--- config.mk ---
export PLATFORM = sky130hd
export DESIGN_NAME = lru_block_cache_tags
export DESIGN_NICKNAME = d
export VERILOG_FILES = /design/src/hw/rtl/lbct_pkg.sv /design/src/hw/rtl/lru_block_cache_tags.sv
export SDC_FILE = /design/constraint.sdc
export NUM_CORES = 2
export LEC_CHECK = 0
export ABC_AREA = 1
export BUFFER_PORTS_ARGS = -buffer_cell sky130_fd_sc_hd__buf_2
export CAP_MARGIN = 25
export CORE_MARGIN = 2
export CORE_UTILIZATION = 30
export CTS_CLUSTER_DIAMETER = 150
export DETAILED_ROUTE_END_ITERATION = 12
export HOLD_SLACK_MARGIN = 0.08
export SLEW_MARGIN = 20
export SYNTH_ARGS = -nofsm -noshare
export SYNTH_HDL_FRONTEND = slang
export SYNTH_SLANG_ARGS = --single-unit
export TNS_END_PERCENT = 1
--- constraint.sdc ---
create_clock -name i_clk -period 13.3 [get_ports i_clk]
set_input_delay 2.66 -clock i_clk [delete_from_list [all_inputs] [get_ports i_clk]]
set_output_delay 2.66 -clock i_clk [all_outputs]
set_load 0.02 [all_outputs]
--- src/hw/rtl/lbct_pkg.sv ---
package lbct_pkg;

    // Fixed geometry of the directory; the widths of the result fields follow from it.
    localparam int NUM_SLOTS  = 16;
    localparam int SLOT_W     = 4;
    localparam int COUNT_W    = 5;
    localparam int ADDR_W     = 48;
    localparam int PAGE_SHIFT = 12;
    localparam int BLOCK_W    = ADDR_W - PAGE_SHIFT;
    localparam int STATUS_W   = 3;
    localparam int REQ_W      = 2;

    // Capacity after reset.
    localparam logic [COUNT_W-1:0] CAP_RESET = COUNT_W'(NUM_SLOTS);

    typedef enum logic [REQ_W-1:0] {
        REQ_GET   = 2'd0,
        REQ_DIRTY = 2'd1,
        REQ_FLUSH = 2'd2,
        REQ_NONE  = 2'd3
    } t_req;

    typedef enum logic [STATUS_W-1:0] {
        ST_HIT         = 3'd0,
        ST_MISS        = 3'd1,
        ST_MARKED      = 3'd2,
        ST_ABSENT      = 3'd3,
        ST_MISALIGNED  = 3'd4,
        ST_FLUSHED     = 3'd5,
        ST_FLUSH_EMPTY = 3'd6
    } t_status;

    // One result as it travels on the output data bus, lowest field last.
    typedef struct packed {
        logic [SLOT_W-1:0]   wb_slot;
        logic [BLOCK_W-1:0]  wb_block;
        logic                wb_valid;
        logic [SLOT_W-1:0]   slot;
        logic [STATUS_W-1:0] status;
    } t_result;

    localparam int RESULT_W = $bits(t_result);

endpackage

--- src/hw/rtl/lru_block_cache_tags.sv ---
// Get and mark-dirty: the result follows the tag walk, which reads one tag a cycle
// through a single compare unit, and then the done state.
// Misaligned requests and empty-cache flushes go straight to the done state.
// Flush: the rank map walk, then a read and an emit state per released entry.
// One request is in work at a time; a pending result may wait on the output.
// Synchronous active-low reset empties the directory and sets the capacity to 16.
module lru_block_cache_tags
    import lbct_pkg::*;
(
    input  logic                i_clk,
    input  logic                i_rst_n,
    // Capacity register
    input  logic                i_cfg_we,
    input  logic [COUNT_W-1:0]  i_cfg_wdata,
    // Request stream
    input  logic                i_s_axis_tvalid,
    output logic                o_s_axis_tready,
    input  logic [ADDR_W-1:0]   i_s_axis_tdata,  // [47:0] byte_address
    input  logic [REQ_W-1:0]    i_s_axis_tuser,  // [1:0] req_type
    // Result stream
    output logic                o_m_axis_tvalid,
    input  logic                i_m_axis_tready,
    // [2:0] status, [6:3] slot, [7] writeback_valid, [43:8] writeback_block,
    // [47:44] writeback_slot
    output logic [RESULT_W-1:0] o_m_axis_tdata,
    output logic                o_m_axis_tlast
);

    typedef enum logic [5:0] {
        S_IDLE    = 6'b000001,
        S_SCAN    = 6'b000010,
        S_DONE    = 6'b000100,
        S_FL_MAP  = 6'b001000,
        S_FL_RD   = 6'b010000,
        S_FL_EMIT = 6'b100000
    } t_state;

    t_state r_state, n_state;

    logic [COUNT_W-1:0] r_cfg, n_cfg;
    logic [COUNT_W-1:0] r_count, n_count;
    logic [NUM_SLOTS-1:0] r_valid, n_valid;
    logic [NUM_SLOTS-1:0] r_dirty, n_dirty;
    logic [SLOT_W-1:0] r_rank [NUM_SLOTS];
    logic [SLOT_W-1:0] n_rank [NUM_SLOTS];
    logic [SLOT_W-1:0] r_map [NUM_SLOTS];
    logic [SLOT_W-1:0] n_map [NUM_SLOTS];

    // Walk counter and compare stage
    logic [SLOT_W:0]   r_idx, n_idx;
    logic              r_cmp_vld, n_cmp_vld;
    logic [SLOT_W-1:0] r_cmp_idx, n_cmp_idx;
    logic [SLOT_W-1:0] r_k, n_k;

    // Latched request
    t_req              r_req, n_req;
    logic [BLOCK_W-1:0] r_blk, n_blk;
    logic              r_misal, n_misal;

    // Walk findings
    logic              r_hit_f, n_hit_f;
    logic [SLOT_W-1:0] r_hit_idx, n_hit_idx;
    logic [SLOT_W-1:0] r_hit_rank, n_hit_rank;
    logic              r_vic_f, n_vic_f;
    logic [SLOT_W-1:0] r_vic_idx, n_vic_idx;
    logic [BLOCK_W-1:0] r_vic_tag, n_vic_tag;
    logic              r_vic_dirty, n_vic_dirty;
    logic              r_free_f, n_free_f;
    logic [SLOT_W-1:0] r_free_idx, n_free_idx;

    // Output register
    logic              r_o_tvalid, n_o_tvalid;
    t_result           r_o_data, n_o_data;
    logic              r_o_last, n_o_last;

    // Tag memory
    logic [BLOCK_W-1:0] tag_mem [NUM_SLOTS];
    logic [BLOCK_W-1:0] r_tag_q;
    logic               tag_we;
    logic [SLOT_W-1:0]  tag_wa;
    logic [SLOT_W-1:0]  tag_ra;

    // Miss bookkeeping
    logic [COUNT_W-1:0] cap;
    logic               evict;
    logic [SLOT_W-1:0]  new_slot;
    logic [SLOT_W-1:0]  fl_slot;
    logic               s_xfer;
    logic               out_free;

    assign s_xfer          = i_s_axis_tvalid && o_s_axis_tready;
    assign out_free        = !r_o_tvalid || i_m_axis_tready;
    assign o_s_axis_tready = (r_state == S_IDLE);
    assign o_m_axis_tvalid = r_o_tvalid;
    assign o_m_axis_tdata  = r_o_data;
    assign o_m_axis_tlast  = r_o_last;

    // Effective capacity: zero acts as one, anything above the slot count as full.
    assign cap = (r_cfg == '0) ? COUNT_W'(1) :
                 ((r_cfg > COUNT_W'(NUM_SLOTS)) ? COUNT_W'(NUM_SLOTS) : r_cfg);
    assign evict = (r_count >= cap) && r_vic_f;
    // The new block takes the lowest free slot once the victim has been released.
    assign new_slot = (evict && (!r_free_f || (r_vic_idx < r_free_idx))) ? r_vic_idx :
                      (r_free_f ? r_free_idx : '0);
    assign fl_slot  = r_map[r_k];

    assign tag_ra = (r_state == S_SCAN) ? r_idx[SLOT_W-1:0] : fl_slot;
    assign tag_wa = new_slot;

    // Tag storage with registered read.
    always_ff @(posedge i_clk) begin
        if (tag_we) begin
            tag_mem[tag_wa] <= r_blk;
        end
        r_tag_q <= tag_mem[tag_ra];
    end

    // Sequencer and directory update.
    always_comb begin
        n_state     = r_state;
        n_cfg       = r_cfg;
        n_count     = r_count;
        n_valid     = r_valid;
        n_dirty     = r_dirty;
        n_rank      = r_rank;
        n_map       = r_map;
        n_idx       = r_idx;
        n_cmp_vld   = 1'b0;
        n_cmp_idx   = r_idx[SLOT_W-1:0];
        n_k         = r_k;
        n_req       = r_req;
        n_blk       = r_blk;
        n_misal     = r_misal;
        n_hit_f     = r_hit_f;
        n_hit_idx   = r_hit_idx;
        n_hit_rank  = r_hit_rank;
        n_vic_f     = r_vic_f;
        n_vic_idx   = r_vic_idx;
        n_vic_tag   = r_vic_tag;
        n_vic_dirty = r_vic_dirty;
        n_free_f    = r_free_f;
        n_free_idx  = r_free_idx;
        n_o_tvalid  = r_o_tvalid && !i_m_axis_tready;
        n_o_data    = r_o_data;
        n_o_last    = r_o_last;
        tag_we      = 1'b0;

        if (i_cfg_we) begin
            n_cfg = i_cfg_wdata;
        end

        // Walk issue, shared by the tag walk and the flush rank map walk.
        if ((r_state == S_SCAN || r_state == S_FL_MAP) && r_idx < (SLOT_W+1)'(NUM_SLOTS)) begin
            n_cmp_vld = 1'b1;
            n_cmp_idx = r_idx[SLOT_W-1:0];
            n_idx     = r_idx + (SLOT_W+1)'(1);
        end

        unique case (r_state)
            S_IDLE: begin
                if (s_xfer) begin
                    n_req      = t_req'(i_s_axis_tuser);
                    n_blk      = i_s_axis_tdata[ADDR_W-1:PAGE_SHIFT];
                    n_misal    = (i_s_axis_tdata[PAGE_SHIFT-1:0] != '0);
                    n_idx      = '0;
                    n_hit_f    = 1'b0;
                    n_vic_f    = 1'b0;
                    n_free_f   = 1'b0;
                    unique case (t_req'(i_s_axis_tuser))
                        REQ_GET, REQ_DIRTY: begin
                            n_state = (i_s_axis_tdata[PAGE_SHIFT-1:0] != '0) ? S_DONE : S_SCAN;
                        end
                        REQ_FLUSH: begin
                            n_misal = 1'b0;
                            n_state = (r_count == '0) ? S_DONE : S_FL_MAP;
                        end
                        default: begin
                            n_state = S_IDLE;
                        end
                    endcase
                end
            end

            S_SCAN: begin
                // One entry a cycle through the compare unit.
                if (r_cmp_vld) begin
                    if (r_valid[r_cmp_idx] && r_tag_q == r_blk && !r_hit_f) begin
                        n_hit_f    = 1'b1;
                        n_hit_idx  = r_cmp_idx;
                        n_hit_rank = r_rank[r_cmp_idx];
                    end
                    if (r_valid[r_cmp_idx] &&
                        {1'b0, r_rank[r_cmp_idx]} == r_count - COUNT_W'(1)) begin
                        n_vic_f     = 1'b1;
                        n_vic_idx   = r_cmp_idx;
                        n_vic_tag   = r_tag_q;
                        n_vic_dirty = r_dirty[r_cmp_idx];
                    end
                    if (!r_valid[r_cmp_idx] && !r_free_f) begin
                        n_free_f   = 1'b1;
                        n_free_idx = r_cmp_idx;
                    end
                    if (r_cmp_idx == SLOT_W'(NUM_SLOTS - 1)) begin
                        n_state = S_DONE;
                    end
                end
            end

            S_DONE: begin
                if (out_free) begin
                    n_o_tvalid = 1'b1;
                    n_o_last   = 1'b1;
                    n_o_data   = '0;
                    n_state    = S_IDLE;
                    if (r_misal) begin
                        n_o_data.status = ST_MISALIGNED;
                    end else if (r_req == REQ_FLUSH) begin
                        n_o_data.status = ST_FLUSH_EMPTY;
                    end else if (r_req == REQ_DIRTY) begin
                        if (r_hit_f) begin
                            n_dirty[r_hit_idx] = 1'b1;
                            n_o_data.status    = ST_MARKED;
                            n_o_data.slot      = r_hit_idx;
                        end else begin
                            n_o_data.status = ST_ABSENT;
                        end
                    end else if (r_hit_f) begin
                        // Hit: entries more recent than the hit age by one.
                        for (int i = 0; i < NUM_SLOTS; i++) begin
                            if (r_valid[i] && r_rank[i] < r_hit_rank) begin
                                n_rank[i] = r_rank[i] + SLOT_W'(1);
                            end
                        end
                        n_rank[r_hit_idx] = '0;
                        n_o_data.status   = ST_HIT;
                        n_o_data.slot     = r_hit_idx;
                    end else begin
                        // Miss: release the oldest if full, then insert as most recent.
                        for (int i = 0; i < NUM_SLOTS; i++) begin
                            if (r_valid[i] && !(evict && SLOT_W'(i) == r_vic_idx)) begin
                                n_rank[i] = r_rank[i] + SLOT_W'(1);
                            end
                        end
                        if (evict) begin
                            n_valid[r_vic_idx] = 1'b0;
                            n_dirty[r_vic_idx] = 1'b0;
                            n_rank[r_vic_idx]  = '0;
                            if (r_vic_dirty) begin
                                n_o_data.wb_valid = 1'b1;
                                n_o_data.wb_block = r_vic_tag;
                                n_o_data.wb_slot  = r_vic_idx;
                            end
                        end
                        n_valid[new_slot] = 1'b1;
                        n_dirty[new_slot] = 1'b0;
                        n_rank[new_slot]  = '0;
                        tag_we            = 1'b1;
                        n_count = r_count - (evict ? COUNT_W'(1) : '0) + COUNT_W'(1);
                        n_o_data.status = ST_MISS;
                        n_o_data.slot   = new_slot;
                    end
                end
            end

            S_FL_MAP: begin
                // Invert the ranks: slot held at each recency position.
                if (r_cmp_vld) begin
                    if (r_valid[r_cmp_idx]) begin
                        n_map[r_rank[r_cmp_idx]] = r_cmp_idx;
                    end
                    if (r_cmp_idx == SLOT_W'(NUM_SLOTS - 1)) begin
                        n_k     = SLOT_W'(r_count - COUNT_W'(1));
                        n_state = S_FL_RD;
                    end
                end
            end

            S_FL_RD: begin
                n_state = S_FL_EMIT;
            end

            S_FL_EMIT: begin
                // Release entries from least recent to most recent.
                if (out_free) begin
                    n_o_tvalid        = 1'b1;
                    n_o_last          = (r_k == '0);
                    n_o_data          = '0;
                    n_o_data.status   = ST_FLUSHED;
                    n_o_data.slot     = fl_slot;
                    if (r_dirty[fl_slot]) begin
                        n_o_data.wb_valid = 1'b1;
                        n_o_data.wb_block = r_tag_q;
                        n_o_data.wb_slot  = fl_slot;
                    end
                    n_valid[fl_slot] = 1'b0;
                    n_dirty[fl_slot] = 1'b0;
                    if (r_k == '0) begin
                        for (int i = 0; i < NUM_SLOTS; i++) begin
                            n_rank[i] = '0;
                        end
                        n_count = '0;
                        n_state = S_IDLE;
                    end else begin
                        n_k     = r_k - SLOT_W'(1);
                        n_state = S_FL_RD;
                    end
                end
            end

            default: begin
                n_state = S_IDLE;
            end
        endcase
    end

    // Control state, cleared by reset.
    always_ff @(posedge i_clk) begin
        if (!i_rst_n) begin
            r_state    <= S_IDLE;
            r_cfg      <= CAP_RESET;
            r_count    <= '0;
            r_valid    <= '0;
            r_dirty    <= '0;
            r_cmp_vld  <= 1'b0;
            r_o_tvalid <= 1'b0;
            for (int i = 0; i < NUM_SLOTS; i++) begin
                r_rank[i] <= '0;
            end
        end else begin
            r_state    <= n_state;
            r_cfg      <= n_cfg;
            r_count    <= n_count;
            r_valid    <= n_valid;
            r_dirty    <= n_dirty;
            r_cmp_vld  <= n_cmp_vld;
            r_o_tvalid <= n_o_tvalid;
            r_rank     <= n_rank;
        end
    end

    // Payload and working registers.
    always_ff @(posedge i_clk) begin
        r_map       <= n_map;
        r_idx       <= n_idx;
        r_cmp_idx   <= n_cmp_idx;
        r_k         <= n_k;
        r_req       <= n_req;
        r_blk       <= n_blk;
        r_misal     <= n_misal;
        r_hit_f     <= n_hit_f;
        r_hit_idx   <= n_hit_idx;
        r_hit_rank  <= n_hit_rank;
        r_vic_f     <= n_vic_f;
        r_vic_idx   <= n_vic_idx;
        r_vic_tag   <= n_vic_tag;
        r_vic_dirty <= n_vic_dirty;
        r_free_f    <= n_free_f;
        r_free_idx  <= n_free_idx;
        r_o_data    <= n_o_data;
        r_o_last    <= n_o_last;
    end

endmodule

Yosys cells after proc, flatten, opt, wreduce, memory -nomap -nowiden
Memory sizes are Yosys's and may differ from the RTL's. A register that Yosys moved wholly into a read port is not among the register bits.
Index checks and enable logic that the tools add are counted.
- order comparisons: 39
- shift-type cells: 0
- div/mod/pow operators: 0
- reduce and logical (&&, ||, !) cells: 115
- equality and inequality tests: 46
- bitwise gates (word level): 22
- add/sub/neg operators: 21
- multiply operators: 0
- multiplexer cells: 371
- operator list (operator ; count):
    4-bit 2-to-1 mux ; 241
    64-bit 2-to-1 mux ; 14
    16-bit 2-to-1 mux ; 27
    41-bit 2-to-1 mux ; 5
    64-bit bitwise AND ; 3
    64-bit inverter ; 3
    64-bit case mux with 2 select lines ; 1
    48-bit 2-to-1 mux ; 2
    48-bit case mux with 2 select lines ; 1
    45-bit 2-to-1 mux ; 2
    16-bit bitwise AND ; 5
    4-bit less-than comparator ; 17
    1-bit logical AND ; 65
    5-bit 2-to-1 mux ; 13
    4-bit by 1-bit adder with 4-bit output (second input constant) ; 16
    64-bit bitwise mux ; 1
    4-bit demux with 4-bit select ; 4
    16-bit case mux with 2 select lines ; 2
    16-bit inverter ; 3
    6-bit 2-to-1 mux ; 7
    36-bit equality test ; 1
    6-bit case mux with 6 select lines ; 1
    4-bit binary-select mux with 4-bit select ; 2
    4-bit equality test (first input constant) ; 8
    other kinds (51) ; 170
- memories kept: 1
- memory bits (read-only): 0
- input bits: 60
- logic and storage cells: 675
- bits in writable memories: 576
- latch bits: 0
- output and inout port bits: 51
- flip-flop bits (word level): 335
- memories (memory ; depth ; width ; read ports ; clocked after Yosys merged registers in ; write ports ; RTL line ; source):
    tag_mem ; 16 ; 36 ; 1 ; 1 ; 1 ; lru_block_cache_tags.sv:77 ; logic [BLOCK_W-1:0] tag_mem [NUM_SLOTS];

Depth between registers and ports, before layout
- depth after elaboration: 30
- mapped depth: 19
- mapped depth without buffers: 18

Worst setup path after synthesis
Ideal clock, no wire load.
- path type: input to register
- start: in i_m_axis_tready
- end: reg r_o_data (netlist bit o_m_axis_tdata[0]) (enable)
- path slack: 7.678 ns
- data required time: 12.828 ns
- stages on the path: 2
- library setup time: 0.472 ns
- arrival: 5.150 ns
- path buffers: 0
- cells stage by stage: nor2_1 -> a21oi_1
- word-level cells in the longest chain between the ends: 3
- elaborated cells between the ends (all ways): 4
- classes of those cells: eq/ne: 2; reduce/logical: 2
- ends and longest elaborated chain (element ; RTL line ; source):
    start: declaration ; lru_block_cache_tags.sv:22 ; input logic i_m_axis_tready,
    1-bit logical OR * ; lru_block_cache_tags.sv:92 ; assign out_free = !r_o_tvalid || i_m_axis_tready;
    2-bit inequality test (no source line) ; n/a ;
    3-bit AND reduction (no source line) * ; n/a ;
    end signal: assignment ; lru_block_cache_tags.sv:359 ; r_o_data <= n_o_data;
    end: declaration ; lru_block_cache_tags.sv:73 ; t_result r_o_data, n_o_data;
Mark *: on every way between the ends. The rest lies on a longest branch, timed or not.
A chain may end at the register's enable or synchronous reset.

Worst setup path after layout
- start: reg r_k[1]
- end: reg r_tag_q[30], read port of tag_mem
- word-level cells in the longest chain between the ends: 5
- ends and longest elaborated chain (element ; RTL line ; source):
    start: declaration ; lru_block_cache_tags.sv:53 ; logic [SLOT_W-1:0] r_k, n_k;
    start signal: assignment ; lru_block_cache_tags.sv:346 ; r_k <= n_k;
    4-bit inverter with 5-bit output (not written as such) ; lru_block_cache_tags.sv:105 ; assign fl_slot = r_map[r_k];
    4-bit binary-select mux with 4-bit select ; lru_block_cache_tags.sv:105 ;
    4-bit 2-to-1 mux (not written as such) (2 in a row) ; lru_block_cache_tags.sv:105 ;
    4-bit 2-to-1 mux ; lru_block_cache_tags.sv:107 ; assign tag_ra = (r_state == S_SCAN) ? r_idx[SLOT_W-1:0] : fl_slot;
    end: declaration ; lru_block_cache_tags.sv:78 ; logic [BLOCK_W-1:0] r_tag_q;
No other way between the ends. The select of a mux whose other input is x is not followed.

==> metrics.txt <==
setup TNS=0 ns; met3 Usage GRT=about 2.9%; largest net degree at the start of global routing=218; drt pass-1 iters=6; worst skew pair latency=roughly 0.76 ns; crit path launch=r_k[1]; routed vias/inst=between 4 and 5; Total GRT Usage=between 10% and 20%; final core utilization=approximately a third; Post CTS Setup Buffer Count=0; GPL Wtd Cong=approximately 0.94; Cell Chain, Critical Path=inv_2 -> nand3_1 -> nand3_1 -> nand3_4 -> nand2_4 -> nand2_1 -> nand2_8 -> buf_4 -> buf_4 -> buf_16 -> nand2_1 -> nand3_1 -> nand3_1 -> nand3_1 -> nand2_1; Slowest-stage cell, CP=buf_4; Sw Ratio=between 30% and 40%; count leader, synth=nand2_1; worst path buffer plus inverter count=4; CP top delay family=buffers and inverters; num ports=around 110; row count=between 100 and 150; mapped cell area=between 40000 and 50000 sq um; Initial Util=a little under a third; max cap viols=0; Sequential Power Share=around 45%; Min-Delay Path Class=register to register; Synth area leader=edfxtp_1; CP Launch Type=register; ys async rst share=0%; vias in the first global route=32400; pre-CTS setup slack=about 7.9 ns; combinational power share=a little under a fifth; RSZ-0062 raised after global routing=no; largest cells by area after synthesis=edfxtp_1, nand2_1, dfxtp_1; highest fanout seen on the critical path=roughly 120; # setup viols final=0; Post-synth top cells=nand2_1, edfxtp_1, inv_1; peak supply drop=122 uV; Post-CTS Resized=0; Area Overhead vs Synth=13.7%; reg2reg end=r_tag_q[30]; distinct cell type count after synthesis=52; CP required=about 14 ns; Max Clock Freq=207 MHz; Pwr Total=roughly 8.4 mW; Reg clk slew, reported paths=roughly 0.06 ns; Detail Placement HPWL=around 77000 microns; CP arrival=about 5.5 ns; yosys warns=0; clock sink total=~950; power share of the clock group=about 36%; total stage count of the critical path=15; r2r setup slk=8.48 ns; DRT iter0 DRCs=roughly 3200; die span in y=393 microns; total grt overflow=0; final setup margin=~8.5 ns; post-synthesis cell count=about 5000; most numerous cell on the critical path=nand3_1; fill cell count=between 15000 and 20000; DIE AREA=154000 sq um; Internal=5.72 mW; Post-synth EDFFs=a little under 800; initial antenna violation count=6; critical path class=register to register; Most Crowded Layer GR=met2; via count=34700; Synth top area share=between 50% and 60%; antenna diode count=0; DR DRC count=0; drt total wl=about 130000 microns; power per cell area=163 nW/um^2; cts bufs inserted=between 100 and 150; WL/cell=~19 microns; Final Hold Vio Count=0; Worst Tran Pin Value=~1.1 ns; Switch Pwr=approximately 2.7 mW; CP max stage delay=0.82 ns; max-slew violation count=0; Yosys reg bits=947; worst r2r path cells=15; Layout Skew=~0.085 ns; GR met1 Demand/Resource=23.5%; share of layout cells above drive strength 1=8.32%; Rel. slew slack=around 28%; Reg2Reg Launch Point=r_k[1]; first-pass GRT wire length=between 200000 and 250000 microns; Seq/Total Area, Yosys=between 50% and 60%; Leak=about 21 nW; H-tree levels=3; crit path to=r_tag_q[30]; clk root buf=clkbuf_16; final critical-path required period=a little under 5 ns; Post-Syn Area per Cell=around 9.2 sq um; M2 GR Usage=a little over a quarter; Main synth FF type=edfxtp_1; status=finished, final reports clean; fin crit share=between 30 and 40%; clk buf depth=3; antenna-violating nets left=0; Core Region=about 150000 sq um; CTS tree=yes; Worst setup EP type=register; PortBufs=between 100 and 150; Final nets=just over 5000; CTS Hold Bufs=0; Die Wd=393 microns; Synthesized Nets=slightly above 5000
-- power by group through the flow --
stage	Clock, mW	Combinational (mW)	Sequential [mW]
finish	3.02	1.62	3.80
global route	3.18	1.78	3.82
CTS	3.08	1.60	3.79
detailed placement	0	1.60	3.86
global placement	0	1.58	3.85
floorplan	0	1.06	3.76
-- routing by layer --
metal	wire (microns)	vias up
met5	27	-
met4	4210	4
met3	10400	245
met2	59100	1331
met1	59100	16500
li1	-	16500
-- cell families (layout without fill, tap and decap cells) --
logic type               count (synthesis)  after routing  share of synthesized area (%)
buffers and inverters                  807            941                           7.29
multiplexers                             1              1                         0.0220
XOR/XNOR                                72             72                           1.39
flip-flops                             947            947                           59.1
AO/OA/AOI/OAI                          654            654                           8.15
adder cells (fa/ha/maj)                 83             83                           2.29
AND/OR/NAND/NOR                       2388           2388                           21.7
-- per-stage QoR --
stage	std cells	cell area [sq um]	hold slack, ns
floorplan	4952	45400	0.368
global placement	6906	48000	0.381
detailed placement	6907	48000	0.387
CTS	7100	51600	0.396
global route	7102	51600	0.414
finish	7102	51600	0.394
-- sequential cells by signal, indices dropped and copies added, names as in the netlist, 6 cells and up --
signal,flops
o_m_axis_tdata,48
r_blk,36
r_dirty,16
r_map,64
r_rank,64
r_state,6
r_tag_q,36
r_valid,16
r_vic_tag,36
tag_mem,576
-- how the worst min path moves through the flow --
stage,from,end,cells after the start
finish,r_idx[1],r_cmp_idx[1],0
floorplan,r_idx[1],r_cmp_idx[1],0
CTS,r_idx[1],r_cmp_idx[1],0
detailed placement,r_idx[1],r_cmp_idx[1],0
global route,r_idx[1],r_cmp_idx[1],0
global placement,r_idx[1],r_cmp_idx[1],0
-- placed cells by master (no fill, tap or decap), drive strengths merged, types with 7 or more instances in the layout --
cell type / count
ha: 83
inv: 586
nor2: 208
xor2: 42
or2: 7
o21ai: 209
nor3: 14
dfxtp: 159
bufinv: 13
clkinv: 33
edfxtp: 788
o211ai: 138
buf: 163
clkinvlp: 7
nand4: 14
a21oi: 281
clkbuf: 139
nand3: 454
o22ai: 11
xnor2: 30
nand2: 1681
-- layout make-up --
| class | instances | area (sq um) | area share [%] |
|---|---|---|---|
| multi-input combinational | 3198 | 15400 | 29.9 |
| sequential | 947 | 26800 | 52.0 |
| inverter | 585 | 2200 | 4.27 |
| tap | 2016 | 2520 | 4.89 |
| timing repair buffer | 163 | 1000 | 1.95 |
| clock buffer | 139 | 2830 | 5.48 |
| clock inverter | 54 | 777 | 1.50 |
Note: power is estimated with default switching activity, not from simulation.
